File: config.mk
export PLATFORM = sky130hd
export DESIGN_NAME = parity_split_deque_flat
export DESIGN_NICKNAME = d
export VERILOG_FILES = /design/src/design/psd_pkg.sv /design/src/design/psd_ifs.sv /design/src/design/psd_ctrl.sv /design/src/design/psd_dpath.sv /design/src/design/parity_split_deque.sv /design/src/flat_wrapper.sv
export SDC_FILE = /design/constraint.sdc
export NUM_CORES = 1
export LEC_CHECK = 0
export CAP_MARGIN = 20
export CORE_ASPECT_RATIO = 0.7
export CORE_MARGIN = 4
export CORE_UTILIZATION = 45
export DETAILED_ROUTE_END_ITERATION = 10
export DONT_BUFFER_PORTS = 1
export GPL_TIMING_DRIVEN = 1
export PLACE_DENSITY = 0.71
export RECOVER_POWER = 50
export SLEW_MARGIN = 20
export SYNTH_ARGS = -nofsm -noshare
export SYNTH_HDL_FRONTEND = slang
export SYNTH_SLANG_ARGS = --single-unit
File: constraint.sdc
create_clock -name clock -period 5.5 [get_ports clock]
set_input_delay 0.275 -clock clock [delete_from_list [all_inputs] [get_ports clock]]
set_output_delay 0.275 -clock clock [all_outputs]
set_load 0.01 [all_outputs]
File: src/design/psd_pkg.sv
// ----------------------------------------------------------------------------
// psd_pkg
// shared types, sizes and index helpers of the parity split deque
// ----------------------------------------------------------------------------
`default_nettype none

package psd_pkg;

   localparam int unsigned DEPTH   = 16;
   localparam int unsigned IDX_W   = (DEPTH > 1) ? $clog2(DEPTH) : 1;
   localparam int unsigned CNT_W   = $clog2(DEPTH + 1);
   localparam int unsigned WORD_W  = 32;
   localparam int unsigned OP_W    = 2;
   localparam int unsigned STAT_W  = 3;
   localparam int unsigned FILL_W  = 5;

   typedef enum logic [OP_W-1:0] {
      OP_INSERT   = 2'd0,
      OP_DEL_EVEN = 2'd1,
      OP_DEL_ODD  = 2'd2,
      OP_CLEAR    = 2'd3
   } op_type;

   typedef enum logic [STAT_W-1:0] {
      ST_OK      = 3'd0,
      ST_EMPTY   = 3'd1,
      ST_NO_EVEN = 3'd2,
      ST_NO_ODD  = 3'd3,
      ST_FULL    = 3'd4
   } status_type;

   // controller to datapath
   typedef struct packed {
      logic capture;   // take the request beat
      logic exec;      // apply the operation to indices, count and store
      logic fetch;     // read front and back words
      logic load_rsp;  // place the result beat in the output register
   } cmd_type;

   // datapath to controller
   typedef struct packed {
      logic rsp_free;  // output register can take a beat this cycle
   } stat_type;

   function automatic logic [IDX_W-1:0] idx_inc(input logic [IDX_W-1:0] i);
      return (i == IDX_W'(DEPTH - 1)) ? '0 : i + IDX_W'(1);
   endfunction

   function automatic logic [IDX_W-1:0] idx_dec(input logic [IDX_W-1:0] i);
      return (i == '0) ? IDX_W'(DEPTH - 1) : i - IDX_W'(1);
   endfunction

endpackage

`default_nettype wire

File: src/design/psd_ifs.sv
// ----------------------------------------------------------------------------
// psd_req_if / psd_rsp_if
// valid/ready channels carrying request and result beats
// ----------------------------------------------------------------------------
`default_nettype none

interface psd_req_if import psd_pkg::*; ();
   logic                     valid;
   logic                     ready;
   logic [OP_W-1:0]          operation;
   logic signed [WORD_W-1:0] value;

   modport source (output valid, output operation, output value, input ready);
   modport sink   (input valid, input operation, input value, output ready);
endinterface

interface psd_rsp_if import psd_pkg::*; ();
   logic                     valid;
   logic                     ready;
   logic [STAT_W-1:0]        status;
   logic signed [WORD_W-1:0] even_peek;
   logic signed [WORD_W-1:0] odd_peek;
   logic                     has_even;
   logic                     has_odd;
   logic [FILL_W-1:0]        fill_count;

   modport source (output valid, output status, output even_peek, output odd_peek,
                   output has_even, output has_odd, output fill_count, input ready);
   modport sink   (input valid, input status, input even_peek, input odd_peek,
                   input has_even, input has_odd, input fill_count, output ready);
endinterface

`default_nettype wire

File: src/design/psd_ctrl.sv
// ----------------------------------------------------------------------------
// psd_ctrl
// sequencer: accept, execute, fetch, respond
// ----------------------------------------------------------------------------
`default_nettype none

module psd_ctrl import psd_pkg::*; (
   input  wire logic     clock,
   input  wire logic     reset,
   input  wire logic     req_valid,
   output logic          req_ready,
   input  wire stat_type stat,
   output cmd_type       cmd
);

   typedef enum logic [3:0] {
      S_IDLE  = 4'b0001,
      S_EXEC  = 4'b0010,
      S_FETCH = 4'b0100,
      S_RESP  = 4'b1000
   } state_type;

   state_type state_ff, state_in;

   always_comb begin
      state_in     = state_ff;
      cmd          = '0;
      req_ready    = 1'b0;
      unique case (state_ff)
         S_IDLE: begin
            req_ready = 1'b1;
            if (req_valid) begin
               cmd.capture = 1'b1;
               state_in    = S_EXEC;
            end
         end
         S_EXEC: begin
            cmd.exec = 1'b1;
            state_in = S_FETCH;
         end
         S_FETCH: begin
            cmd.fetch = 1'b1;
            state_in  = S_RESP;
         end
         S_RESP: begin
            // wait here while the previous beat is still unclaimed
            if (stat.rsp_free) begin
               cmd.load_rsp = 1'b1;
               state_in     = S_IDLE;
            end
         end
         default: state_in = S_IDLE;
      endcase
   end

   always_ff @(posedge clock) begin
      if (reset) begin
         state_ff <= S_IDLE;
      end else begin
         state_ff <= state_in;
      end
   end

endmodule

`default_nettype wire

File: src/design/psd_dpath.sv
// ----------------------------------------------------------------------------
// psd_dpath
// word store, front/back indices, fill count and result register
// ----------------------------------------------------------------------------
`default_nettype none

module psd_dpath import psd_pkg::*; (
   input  wire logic                     clock,
   input  wire logic                     reset,
   input  wire cmd_type                  cmd,
   output stat_type                      stat,
   input  wire logic [OP_W-1:0]          req_operation,
   input  wire logic signed [WORD_W-1:0] req_value,
   input  wire logic                     rsp_ready,
   output logic                          rsp_valid,
   output logic [STAT_W-1:0]             rsp_status,
   output logic signed [WORD_W-1:0]      rsp_even_peek,
   output logic signed [WORD_W-1:0]      rsp_odd_peek,
   output logic                          rsp_has_even,
   output logic                          rsp_has_odd,
   output logic [FILL_W-1:0]             rsp_fill_count
);

   logic [WORD_W-1:0] mem [DEPTH];

   op_type            op_ff;
   logic [WORD_W-1:0] value_ff;
   logic [IDX_W-1:0]  front_ff, front_in;
   logic [IDX_W-1:0]  back_ff, back_in;
   logic [CNT_W-1:0]  count_ff, count_in;
   logic              front_odd_ff, back_odd_ff;
   status_type        status_ff, status_in;
   logic [WORD_W-1:0] rd_front_ff, rd_back_ff;

   logic              we;
   logic [IDX_W-1:0]  waddr;
   logic              empty, full, nonempty;

   logic                     rsp_valid_ff, rsp_valid_in;
   logic [STAT_W-1:0]        rsp_status_ff;
   logic signed [WORD_W-1:0] rsp_even_ff, rsp_odd_ff;
   logic                     rsp_has_even_ff, rsp_has_odd_ff;
   logic [FILL_W-1:0]        rsp_fill_ff;

   assign empty    = (count_ff == '0);
   assign full     = (count_ff >= CNT_W'(DEPTH));
   assign nonempty = (count_ff != '0);

   always_comb begin
      front_in  = front_ff;
      back_in   = back_ff;
      count_in  = count_ff;
      status_in = ST_OK;
      we        = 1'b0;
      waddr     = front_ff;
      unique case (op_ff)
         OP_INSERT: begin
            if (full) begin
               status_in = ST_FULL;
            end else if (empty) begin
               we       = 1'b1;
               waddr    = front_ff;
               back_in  = front_ff;
               count_in = CNT_W'(1);
            end else if (!value_ff[0]) begin
               we       = 1'b1;
               waddr    = idx_dec(front_ff);
               front_in = idx_dec(front_ff);
               count_in = count_ff + CNT_W'(1);
            end else begin
               we       = 1'b1;
               waddr    = idx_inc(back_ff);
               back_in  = idx_inc(back_ff);
               count_in = count_ff + CNT_W'(1);
            end
         end
         OP_DEL_EVEN: begin
            if (empty) begin
               status_in = ST_EMPTY;
            end else if (front_odd_ff) begin
               status_in = ST_NO_EVEN;
            end else begin
               count_in = count_ff - CNT_W'(1);
               if (count_ff == CNT_W'(1)) begin
                  back_in = front_ff;
               end else begin
                  front_in = idx_inc(front_ff);
               end
            end
         end
         OP_DEL_ODD: begin
            if (empty) begin
               status_in = ST_EMPTY;
            end else if (!back_odd_ff) begin
               status_in = ST_NO_ODD;
            end else begin
               count_in = count_ff - CNT_W'(1);
               if (count_ff == CNT_W'(1)) begin
                  front_in = back_ff;
               end else begin
                  back_in = idx_dec(back_ff);
               end
            end
         end
         OP_CLEAR: begin
            count_in = '0;
            front_in = '0;
            back_in  = '0;
         end
         default: status_in = ST_OK;
      endcase
   end

   // control state
   always_ff @(posedge clock) begin
      if (reset) begin
         front_ff <= '0;
         back_ff  <= '0;
         count_ff <= '0;
      end else if (cmd.exec) begin
         front_ff <= front_in;
         back_ff  <= back_in;
         count_ff <= count_in;
      end
   end

   // payload registers
   always_ff @(posedge clock) begin
      if (cmd.capture) begin
         op_ff    <= op_type'(req_operation);
         value_ff <= req_value;
      end
      if (cmd.exec) begin
         status_ff <= status_in;
      end
      if (cmd.load_rsp) begin
         front_odd_ff <= rd_front_ff[0];
         back_odd_ff  <= rd_back_ff[0];
      end
   end

   // word store, one write and two registered reads
   always_ff @(posedge clock) begin
      if (cmd.exec && we) begin
         mem[waddr] <= value_ff;
      end
      if (cmd.fetch) begin
         rd_front_ff <= mem[front_ff];
         rd_back_ff  <= mem[back_ff];
      end
   end

   // result register
   assign stat.rsp_free = !rsp_valid_ff || rsp_ready;

   always_comb begin
      rsp_valid_in = rsp_valid_ff;
      if (cmd.load_rsp) begin
         rsp_valid_in = 1'b1;
      end else if (rsp_ready) begin
         rsp_valid_in = 1'b0;
      end
   end

   always_ff @(posedge clock) begin
      if (reset) begin
         rsp_valid_ff <= 1'b0;
      end else begin
         rsp_valid_ff <= rsp_valid_in;
      end
   end

   always_ff @(posedge clock) begin
      if (cmd.load_rsp) begin
         rsp_status_ff   <= status_ff;
         rsp_has_even_ff <= nonempty && !rd_front_ff[0];
         rsp_has_odd_ff  <= nonempty && rd_back_ff[0];
         rsp_even_ff     <= (nonempty && !rd_front_ff[0]) ? rd_front_ff : WORD_W'(1);
         rsp_odd_ff      <= (nonempty && rd_back_ff[0]) ? rd_back_ff : '0;
         rsp_fill_ff     <= FILL_W'(count_ff);
      end
   end

   assign rsp_valid      = rsp_valid_ff;
   assign rsp_status     = rsp_status_ff;
   assign rsp_even_peek  = rsp_even_ff;
   assign rsp_odd_peek   = rsp_odd_ff;
   assign rsp_has_even   = rsp_has_even_ff;
   assign rsp_has_odd    = rsp_has_odd_ff;
   assign rsp_fill_count = rsp_fill_ff;

endmodule

`default_nettype wire

File: src/design/parity_split_deque.sv
// ----------------------------------------------------------------------------
// parity_split_deque
// bounded deque of signed words: even words enter at the front, odd at the back
// ----------------------------------------------------------------------------
//
//   channel   dir   beat contents
//   req_bus   in    operation (2b), value (32b signed)
//   rsp_bus   out   status, even_peek, odd_peek, has_even, has_odd, fill_count
//
// - one beat at a time in four steps: accept, execute, fetch, respond
// - the fetch cycle is set by the store's two registered read ports (front, back)
// - the output register lets a result wait while the next request is accepted
// - a stalled result holds the sequencer in respond until the output register frees
// - synchronous reset empties the deque at once; no clearing pass over the store
// - unwritten store entries are never shown, as an empty deque masks both peeks
//
`default_nettype none

module parity_split_deque import psd_pkg::*; (
   input  wire logic clock,
   input  wire logic reset,
   psd_req_if.sink   req_bus,
   psd_rsp_if.source rsp_bus
);

   cmd_type  cmd;    // sequencer commands
   stat_type stat;   // datapath status back to the sequencer

   // sequencer: one beat in flight at a time
   psd_ctrl u_ctrl (
      .clock     (clock),
      .reset     (reset),
      .req_valid (req_bus.valid),
      .req_ready (req_bus.ready),
      .stat      (stat),
      .cmd       (cmd)
   );

   // store, indices, fill count and the result register
   psd_dpath u_dpath (
      .clock          (clock),
      .reset          (reset),
      .cmd            (cmd),
      .stat           (stat),
      .req_operation  (req_bus.operation),
      .req_value      (req_bus.value),
      .rsp_ready      (rsp_bus.ready),
      .rsp_valid      (rsp_bus.valid),
      .rsp_status     (rsp_bus.status),
      .rsp_even_peek  (rsp_bus.even_peek),
      .rsp_odd_peek   (rsp_bus.odd_peek),
      .rsp_has_even   (rsp_bus.has_even),
      .rsp_has_odd    (rsp_bus.has_odd),
      .rsp_fill_count (rsp_bus.fill_count)
   );

endmodule

`default_nettype wire

File: src/flat_wrapper.sv
// flat-port wrapper written by rule: the top's interface ports become plain ports
module parity_split_deque_flat import psd_pkg::*;
  (clock, reset, req_bus_valid, req_bus_operation, req_bus_value, req_bus_ready, rsp_bus_valid, rsp_bus_status, rsp_bus_even_peek, rsp_bus_odd_peek, rsp_bus_has_even, rsp_bus_has_odd, rsp_bus_fill_count, rsp_bus_ready);
  psd_req_if req_bus_i ();
  psd_rsp_if rsp_bus_i ();
  input  wire logic clock;
  input  wire logic reset;
  input wire logic [$bits(req_bus_i.valid)-1:0] req_bus_valid;
  input wire logic [$bits(req_bus_i.operation)-1:0] req_bus_operation;
  input wire logic [$bits(req_bus_i.value)-1:0] req_bus_value;
  output wire logic [$bits(req_bus_i.ready)-1:0] req_bus_ready;
  output wire logic [$bits(rsp_bus_i.valid)-1:0] rsp_bus_valid;
  output wire logic [$bits(rsp_bus_i.status)-1:0] rsp_bus_status;
  output wire logic [$bits(rsp_bus_i.even_peek)-1:0] rsp_bus_even_peek;
  output wire logic [$bits(rsp_bus_i.odd_peek)-1:0] rsp_bus_odd_peek;
  output wire logic [$bits(rsp_bus_i.has_even)-1:0] rsp_bus_has_even;
  output wire logic [$bits(rsp_bus_i.has_odd)-1:0] rsp_bus_has_odd;
  output wire logic [$bits(rsp_bus_i.fill_count)-1:0] rsp_bus_fill_count;
  input wire logic [$bits(rsp_bus_i.ready)-1:0] rsp_bus_ready;
  assign req_bus_i.valid = req_bus_valid;
  assign req_bus_i.operation = req_bus_operation;
  assign req_bus_i.value = req_bus_value;
  assign req_bus_ready = req_bus_i.ready;
  assign rsp_bus_valid = rsp_bus_i.valid;
  assign rsp_bus_status = rsp_bus_i.status;
  assign rsp_bus_even_peek = rsp_bus_i.even_peek;
  assign rsp_bus_odd_peek = rsp_bus_i.odd_peek;
  assign rsp_bus_has_even = rsp_bus_i.has_even;
  assign rsp_bus_has_odd = rsp_bus_i.has_odd;
  assign rsp_bus_fill_count = rsp_bus_i.fill_count;
  assign rsp_bus_i.ready = rsp_bus_ready;
  parity_split_deque u_core (.clock(clock), .reset(reset), .req_bus(req_bus_i), .rsp_bus(rsp_bus_i));
endmodule
== Yosys cells after proc, flatten, opt, wreduce, memory -nomap -nowiden ==
Memory sizes are Yosys's and may differ from the RTL's. A register that Yosys moved wholly into a read port is not among the register bits.
Index checks and enable logic that the tools add are counted.
Storage, ports and cells
  bits in registers: 131
  memory bits (writable): 512
  bits of input ports: 38
  word-level logic and storage cells: 121
  memories kept: 1
Cells by class
  add/sub/neg operators: 6
  $lt $le $gt $ge: 1
  eq/ne operators: 24
  muxes and demuxes: 57
  reduce and logical (&&, ||, !) cells: 16
Memory list
  u_core.u_dpath.mem: words 16, width 32, read ports 2, clocked after Yosys merged registers in 2, wr ports 1, RTL line psd_dpath.sv:24  | logic [WORD_W-1:0] mem [DEPTH];
Operators by type and width (number)
  4-bit 2-to-1 mux: 28
  4-bit case mux with 4 select lines: 3
  5-bit 2-to-1 mux: 6
  2-bit != test, second input constant: 12
  5-bit case mux with 4 select lines: 1
  1-bit 2-to-1 mux: 13
  4-bit equality test, second input constant: 3
  10-bit AND reduction: 1
  3-bit case mux with 3 select lines: 1
  9-bit AND reduction: 1
  4-bit by 1-bit adder with 4-bit output, second input constant: 2
  4-bit zero test: 2
  2-bit 2-to-1 mux: 4
  4-bit by 1-bit subtractor with 4-bit output, second input constant: 2
  6-bit AND reduction: 1
  5-bit by 1-bit adder with 5-bit output, second input constant: 1
  5-bit by 1-bit equality test with 1-bit output, second input constant: 1
  5-bit greater-or-equal comparator, second input constant: 1
  5-bit zero test: 1
  5-bit nonzero test: 1
  5-bit by 1-bit subtractor with 5-bit output, second input constant: 1
  2-bit equality test, second input constant: 2
  4-bit by 1-bit equality test with 1-bit output, second input constant: 1
  4-bit by 2-bit equality test with 1-bit output, second input constant: 1
  other kinds (11): 14

== Depth between registers and ports, before layout ==
Gate-level depths: netlist (run 1).
  depth after elaboration: 6
  gate-level depth with buffers: 10
  mapped depth without buffers: 7

== Hierarchy ==
From an unflattened synthesis (run 1), not the netlist that was laid out.
Second synthesis, totals
  cells, all modules: 1553
  area total of the unflattened synthesis: 30927.2 um^2
Modules (own cells, without submodules)
  psd_dpath: times used 1, cells an instance 1529, area each 30685.7 um^2
  psd_ctrl: times used 1, cells an instance 24, area each 241.5 um^2

== Least setup slack after synthesis (run 1) ==
OpenSTA, ideal clock, no wires.
  path kind: flip-flop to flip-flop
  start: register u_core.u_ctrl.state_ff[3]
  end: register u_core.u_dpath.rd_back_ff[0] (read register of u_core.u_dpath.mem), enable pin
  setup time: 0.567 ns
  arrival time: 4.866 ns
  required time: 4.933 ns
  setup slack: 0.067 ns
  cell stages (with the launch flop): 3
  path through: dfxtp_1 -> nand2b_1 -> nor3_1
Between the ends
  cells in the longest elaborated chain, start to end: 2
Ends and longest elaborated chain
  from (decl): RTL line psd_ctrl.sv:23  | state_type state_ff, state_in;
  from (signal assigned): RTL line psd_ctrl.sv:60  | state_ff <= state_in;
  4-bit by 3-bit equality test with 1-bit output: RTL line psd_ctrl.sv:29  | unique case (state_ff)
  1-bit 2-to-1 mux: RTL line psd_ctrl.sv:29
  to (decl): RTL line psd_dpath.sv:33  | logic [WORD_W-1:0] rd_front_ff, rd_back_ff;
Every way passes these cells.
A chain may end at the register's enable or synchronous reset.

== Worst setup path in the final report (run 1) ==
  start: register u_core.u_dpath.op_ff[0]
  end: memory u_core.u_dpath.mem[8][18], enable pin
Between the ends
  cells in the longest elaborated chain, start to end: 5
  elaborated cells on any way between the ends: 6
Ends and longest elaborated chain
  from (decl): RTL line psd_dpath.sv:26  | op_type op_ff;
  from (signal assigned): RTL line psd_dpath.sv:130  | op_ff <= op_type'(req_operation);
  2-bit zero test *: RTL line psd_dpath.sv:56  | unique case (op_ff)
  1-bit 2-to-1 mux: RTL line psd_dpath.sv:56
  1-bit logical AND: RTL line psd_dpath.sv:144  | if (cmd.exec && we) begin
  1-bit 2-to-1 mux: RTL line psd_dpath.sv:144
  1-bit 2-to-1 mux (not written as such): RTL line psd_dpath.sv:145  | mem[waddr] <= value_ff;
  to (decl): RTL line psd_dpath.sv:24
Mark *: on every way between the ends. The rest lies on a longest branch, timed or not.

==> results of run 1 <==
==> synthesized netlist by cell type, types with 2 or more instances <==
cell,n,share of area [%]
a211o_1,2,0.057
a211oi_1,7,0.17
a21boi_0,2,0.049
a21oi_1,19,0.31
a221oi_1,2,0.057
a31oi_1,34,0.69
a32oi_1,4,0.11
and2_1,36,0.73
and3_1,65,1.3
buf_1,20,0.24
buf_2,21,0.34
clkbuf_1,71,0.87
clkinv_1,2,0.024
dfxtp_1,18,1.2
edfxtp_1,689,67
ha_1,12,0.49
inv_1,12,0.15
mux2_2,2,0.073
mux2i_1,8,0.26
mux4_2,288,21
nand2_1,144,1.8
nand2b_1,9,0.18
nand3_1,4,0.065
nand4_1,2,0.041
nor2_1,14,0.17
nor2b_1,5,0.10
nor3_1,23,0.38
nor3b_1,5,0.12
nor4b_1,2,0.057
o21a_1,2,0.049
o21ai_0,12,0.20
o21ai_1,3,0.049
o22ai_1,5,0.10
or3_1,3,0.061
xnor2_1,2,0.057
==> critical path: stages (launching register included) <==
cell and delay [ps]:
edfxtp_1 420, inv_1 110, ha_1 140, clkbuf_1 930
nand2b_1 320, or2_2 450, mux2i_1 160, or3_1 520
nor3_2 280, buf_4 500
==> layer usage <==
layer	routed length (um)	part of all wire, %	track usage (%)	vias to the layer above
li1	-	-	-	6675
met1	30700	41	30.2	8608
met2	35000	47	32.3	970
met3	7560	10	5.20	127
met4	1790	2.4	5.42	0
met5	0	0	0	-
==> flip-flops by register name (all words and copies together), names as in the netlist <==
register and flops:
u_core.u_dpath.rsp_even_peek 32, u_core.u_dpath.value_ff 32, u_core.u_dpath.back_odd_ff 1, u_core.u_dpath.rsp_has_odd 1, u_core.u_dpath.front_odd_ff 1, u_core.u_dpath.status_ff 3, u_core.u_dpath.rsp_has_even 1, u_core.u_dpath.count_ff 5
u_core.u_dpath.rsp_fill_count 5, u_core.u_dpath.back_ff 4, u_core.u_dpath.mem 512, u_core.u_dpath.front_ff 4, u_core.u_dpath.rd_front_ff 32, u_core.u_dpath.rsp_status 3, u_core.u_dpath.rsp_odd_peek 32, u_core.u_dpath.op_ff 2
u_core.u_dpath.rd_back_ff 32, u_core.u_dpath.rsp_valid 1, u_core.u_ctrl.state_ff 4
==> cell type report <==
| type | count | area share (%) |
|---|---|---|
| clock inverter | 38 | 1.17 |
| multi-input combinational | 739 | 26.6 |
| timing repair buffer | 94 | 2.26 |
| clock buffer | 86 | 5.41 |
| tap | 891 | 3.23 |
| inverter | 14 | 0.152 |
| sequential | 707 | 61.1 |
==> what timing repair did <==
| item | 4_1_cts | 5_1_grt |
|---|---|---|
| setup buffers | 0 | 0 |
| hold endpoints to repair | 52 | 0 |
| hold buffers | 37 | 0 |
==> power groups by stage <==
stage | Sequential (W) | Combinational (W) | Clock (W)
2_1_floorplan | 0.00612 | 0.000148 | 0
5_1_grt | 0.00606 | 0.000246 | 0.00512
3_5_place_dp | 0.00617 | 0.000205 | 0
6_report | 0.00606 | 0.000227 | 0.00477
4_1_cts | 0.00605 | 0.000230 | 0.00485
3_3_place_gp | 0.00616 | 0.000202 | 0
==> how the worst min path moves through the flow <==
stage                     slack, ps                         end            startpoint
after floorplan                 370     u_core.u_dpath.op_ff[0]  req_bus_operation[0]
after global placement          340  u_core.u_dpath.front_ff[2]                 reset
after detailed placement        340   u_core.u_dpath.back_ff[2]                 reset
after CTS                       240  u_core.u_dpath.value_ff[4]      req_bus_value[4]
after global routing            250  u_core.u_dpath.value_ff[6]      req_bus_value[6]
final                           280  u_core.u_dpath.value_ff[2]      req_bus_value[2]
==> cells by family (layout without fill, tap and decap cells) <==
group	count (synthesis)	in the layout	share of synthesized area [%]
simple gates	322	322	5.36
fa+ha+maj	12	12	0.490
compound gates	105	105	2.29
xor+xnor	2	2	0.0571
mux	298	298	21.5
flops	707	707	68.7
buf+inv	127	232	1.65
==> metrics by stage <==
step / utilization (%) / power [W]
after global routing: 51.5 / 0.0114
after CTS: 51.6 / 0.0111
after floorplan: - / 0.00627
after global placement: 47.6 / 0.00636
final: 51.5 / 0.0110
after detailed placement: 47.6 / 0.00638
==> metrics.yaml, run 1 <==
run_status:
  outcome: "complete, but fails checks"
  violations: "capacitance limit, slew limit"
setup_path:
  crit_end: "u_core.u_dpath.mem[8][18]"
  critPathArrivalTime_ps: 4470
  r2r_start: "u_core.u_dpath.op_ff[0]"
  crit_required_ps: 5750
  crit_path_start_kind: "flop"
  reg2reg_depth: 9
  critPathLaunch: "u_core.u_dpath.op_ff[0]"
  worstReg2RegEnd: "u_core.u_dpath.mem[8][18]"
  worstSetupPathType: "reg -> reg"
  path_max_fanout: 33
  end_kind: "flop"
  ff2ff_setup_slack_ps: 1280
sta:
  relSlewSlack_pct: -69.6
  rsz0062_at_grt: "false"
  fin_ws_ps: 1280
  fin_crit_ps: 4220
  hold_viol_final: 0
  max_freq_mhz: 237
  finClkSkew_ps: 20.4
  slew_viol_final: 113
  period_share_pct: 76.7
  setup-violations-final: 0
  worst_pin_slew_ps: 2540
  holdWs_ps: 279
  setup_tns_ps: 0
layout:
  final-seq-area_sq_um: 21100
  fin_cells: 2569
  multi_input_area_sq_um: 9180
  stdcell_area_sq_um: 34500
  mostFrequentLayoutCells: "edfxtp_1, mux4_2, nand2_1, clkbuf_16, and3_1"
  diodes: 0
  area_delta_synth_final_pct: 12.4
  drive_gt1_share_pct: 28.4
  nFillCells: 5214
  layout_commonest_cell: "edfxtp_1"
  num-nets-final: 1675
min_path:
  hold_depth: 1
  hold_path_class: "in -> reg"
placement:
  dp_hpwl_um: 44700
  placed_cell_area_sq_um: 31900
  port_buffers: 0
  dp_cells: 2408
  pre_cts_ws_ps: 1800
  gp_congestion: 0.825
yosys:
  async_flop_share_pct: 0
  synth_edf_count: 689
  syn_inst: 1573
  synth-seq-cells: 707
  synth_flop_cell: "edfxtp_1"
  synth_area_per_cell_sq_um: 19.5
  synth_nets: 1623
  synth_warnings: 0
  syn_area_sq_um: 30700
  yosysSeqAreaShare_pct: 68.7
  synth_cell_types: 59
floorplan:
  initial_utilization_pct: 45.8
  design.core.area_sq_um: 66900
  fp.dieW_um: 320
  dieHeight_um: 226
  dieArea_sq_um: 72400
  io_pins: 114
  num_rows: 79
clocking:
  clockBufferDepth: 3
  numCtsBuffers: 69
  clk_latency_ps: 620
  cts_tree: "done"
  clock-sinks: 707
  ctsResizeCount: 0
  cts-root-buf: "clkbuf_16"
  clk_pin_slew_worst_paths_ps: 60
  cts_max_level: 3
detailed_routing:
  wl_per_cell_um: 29.2
  ant_nets: 0
  drcViolationCount: 0
  routed_via_density: 6.38
  drt_iter0_markers: 2193
  drt_wl_total_um: 75100
  first_pass_iters: 5
  route.vias.total: 16400
pwr:
  intPower_w: 0.00880
  p_seq_share_pct: 54.8
  power_density_nw_per_um2: 321
  cellLeakagePower_nw: 10.6
  p_switching_w: 0.00224
  combPwrFrac_pct: 2.1
  p_sw_share_pct: 20.3
  clkPwrFrac_pct: 43.1
  peakVddDrop_mv: 0.283
grt:
  gr-total-overflow: 0
  grt_use_total_pct: 20.9
  antenna_found_initial: 1
  grt_max_degree: 72
  grt_pass1_vias: 16700
  grt_pass1_wl_um: 112000
run:
  maxCapViolCount: 4
Note: power is estimated with default switching activity, not from simulation.
==> inputs of run 2 (changes only) <==
--- a/config.mk
+++ b/config.mk
@@ -12,7 +12,7 @@
 export DETAILED_ROUTE_END_ITERATION = 10
 export DONT_BUFFER_PORTS = 1
 export GPL_TIMING_DRIVEN = 1
-export PLACE_DENSITY = 0.71
+export PLACE_DENSITY = 0.69
 export RECOVER_POWER = 50
 export SLEW_MARGIN = 20
 export SYNTH_ARGS = -nofsm -noshare
==> constraint.sdc (replaced) <==
create_clock -name clock -period 4.35 [get_ports clock]
set_input_delay 0.2175 -clock clock [delete_from_list [all_inputs] [get_ports clock]]
set_output_delay 0.2175 -clock clock [all_outputs]
set_load 0.01 [all_outputs]
==> run 2 against run 1 <==
The run still ends with capacitance limit, slew limit left; clock skew rose by 2.4 ps; highest routed layer is now met5; critical path type unchanged; via count rose by 0.53%; combinational power rose by 32%; largest power group unchanged.
==> metrics.yaml, run 2 (synthesis gave the netlist of run 1 again) <==
run_status:
  outcome: "complete, but fails checks"
  violations: "capacitance limit, slew limit"
layout:
  largest_register_ffs: 512
  num-nets-final: 1679
  fin_cells: 2578
  max_flop_register: "u_core.u_dpath.mem"
  mostFrequentLayoutCells: "edfxtp_1, mux4_2, nand2_1, clkbuf_16, and3_1"
  area_delta_synth_final_pct: 12.3
  layout_commonest_cell: "edfxtp_1"
  drive_gt1_share_pct: 28.0
setup_path:
  end_kind: "flop"
  crit_required_ps: 4600
  crit_path_start_kind: "flop"
  path_max_fanout: 33
  critPathLaunch: "u_core.u_dpath.op_ff[0]"
  worstSetupPathType: "reg -> reg"
  critPathArrivalTime_ps: 3700
  critPathSlowestCell: "buf_4"
  path_cells: "inv_1, ha_1, buf_4, nand2b_1, or2_2, mux2i_1, nand2_1, nor3_4, buf_4"
  r2r_start: "u_core.u_dpath.op_ff[0]"
  ff2ff_setup_slack_ps: 900
  slowest_delay_ps: 530
  reg2reg_depth: 9
  cpMostUsedCell: "buf_4"
sta:
  hold_viol_final: 0
  max_freq_mhz: 290
  setup-violations-final: 0
  relSlewSlack_pct: -72.7
  rsz0062_at_grt: "false"
  fin_crit_ps: 3450
  period_share_pct: 79.4
  holdWs_ps: 170
  slew_viol_final: 135
  fin_ws_ps: 896
  worst_pin_slew_ps: 2590
  setup_tns_ps: 0
  finClkSkew_ps: 22.8
detailed_routing:
  routed_via_density: 6.39
  drt_iter0_markers: 2146
  first_pass_iters: 5
  wl_per_cell_um: 30.0
  route.vias.total: 16500
  drcViolationCount: 0
  ant_nets: 0
  drt_wl_total_um: 77300
floorplan:
  io_pins: 114
  num_rows: 79
  design.core.area_sq_um: 66900
  initial_utilization_pct: 45.8
  dieHeight_um: 226
  fp.dieW_um: 320
  dieArea_sq_um: 72400
min_path:
  hold_path_class: "in -> reg"
  min_from: "req_bus_valid"
  hold_depth: 1
grt:
  grt_pass1_wl_um: 114000
  grt_max_degree: 59
  grt_use_total_pct: 21.6
  antenna_found_initial: 5
  gr-total-overflow: 0
  grt_pass1_vias: 16600
run:
  maxCapViolCount: 3
clocking:
  cts_tree: "done"
  clk_pin_slew_worst_paths_ps: 60
  ctsResizeCount: 0
  cts-root-buf: "clkbuf_16"
  clock-sinks: 707
  numCtsBuffers: 69
  cts_max_level: 3
  clockBufferDepth: 3
  clk_latency_ps: 630
pwr:
  cellLeakagePower_nw: 10.6
  peakVddDrop_mv: 0.283
  power_density_nw_per_um2: 399
  p_total_w: 0.0137
placement:
  port_buffers: 0
  dp_hpwl_um: 46000
  dp_cells: 2412
  gp_congestion: 0.806
  pre_cts_ws_ps: 915
## run 2: changes by cell type in the layout (fill, tap and decap cells not counted), moves of 2 or more
cell | previous run | this run
buf_4 | 50 | 57
bufinv_16 | 7 | 3
clkinv_1 | 10 | 22
clkinv_2 | 13 | 6
clkinv_8 | 2 | 0
clkinvlp_4 | 4 | 1
diode_2 | 0 | 5
inv_6 | 3 | 6
nor3_2 | 16 | 8
nor3_4 | 0 | 8
## run 2: final cells by class
cell class	instances	area, sq um
Fill cell	5203	32500
Sequential cell	707	21100
Multi-Input combinational cell	739	9240
Clock buffer	88	1870
Tap cell	891	1110
Timing Repair Buffer	98	815
Clock inverter	36	255
Inverter	14	52.6
Antenna cell	5	12.5
## run 2: stage by stage
| step | util [%] | instance area, sq um |
|---|---|---|
| 2_1_floorplan | - | 30700 |
| 3_3_place_gp | 47.8 | 32000 |
| 3_5_place_dp | 47.8 | 32000 |
| 4_1_cts | 51.5 | 34500 |
| 5_1_grt | 51.4 | 34400 |
| 6_report | 51.5 | 34400 |
## run 2: path summary, 6_finish.rpt
path	to
hold / removal	u_core.u_dpath.op_ff[1]
hold reg to reg	u_core.u_dpath.rsp_status[0]
setup / recovery	u_core.u_dpath.mem[14][14]
setup reg to reg	u_core.u_dpath.mem[14][14]
## run 2: power breakdown
group          leakage [nW]  internal, W  total (W)  switching [W]
Sequential             6.42      0.00754    0.00766       0.000124
Combinational          3.17     0.000120   0.000300       0.000180
Clock                  1.04      0.00322    0.00576        0.00254
Total                  10.6       0.0109     0.0137        0.00284
## run 2: metal layers
metal / part of all wire, % / GRT usage [%] / routed length (um)
met2: 45 / 31.6 / 34600
met3: 11 / 6.24 / 8510
met1: 42 / 31.7 / 32200
met5: 0.040 / 0 / 31
met4: 2.6 / 6.45 / 2020
## run 2: worst max-delay path, delay by kind of cell, from the launching register on
kind | cells | cell delay [ps]
simple gates | 4 | 1330
flops | 1 | 410
mux | 1 | 230
fa+ha+maj | 1 | 160
buf+inv | 3 | 930
## run 2: timing repair
item                      4_1_cts  5_1_grt
hold buffers                   37        0
hold endpoints to repair       52        0
buffers inserted                0        0
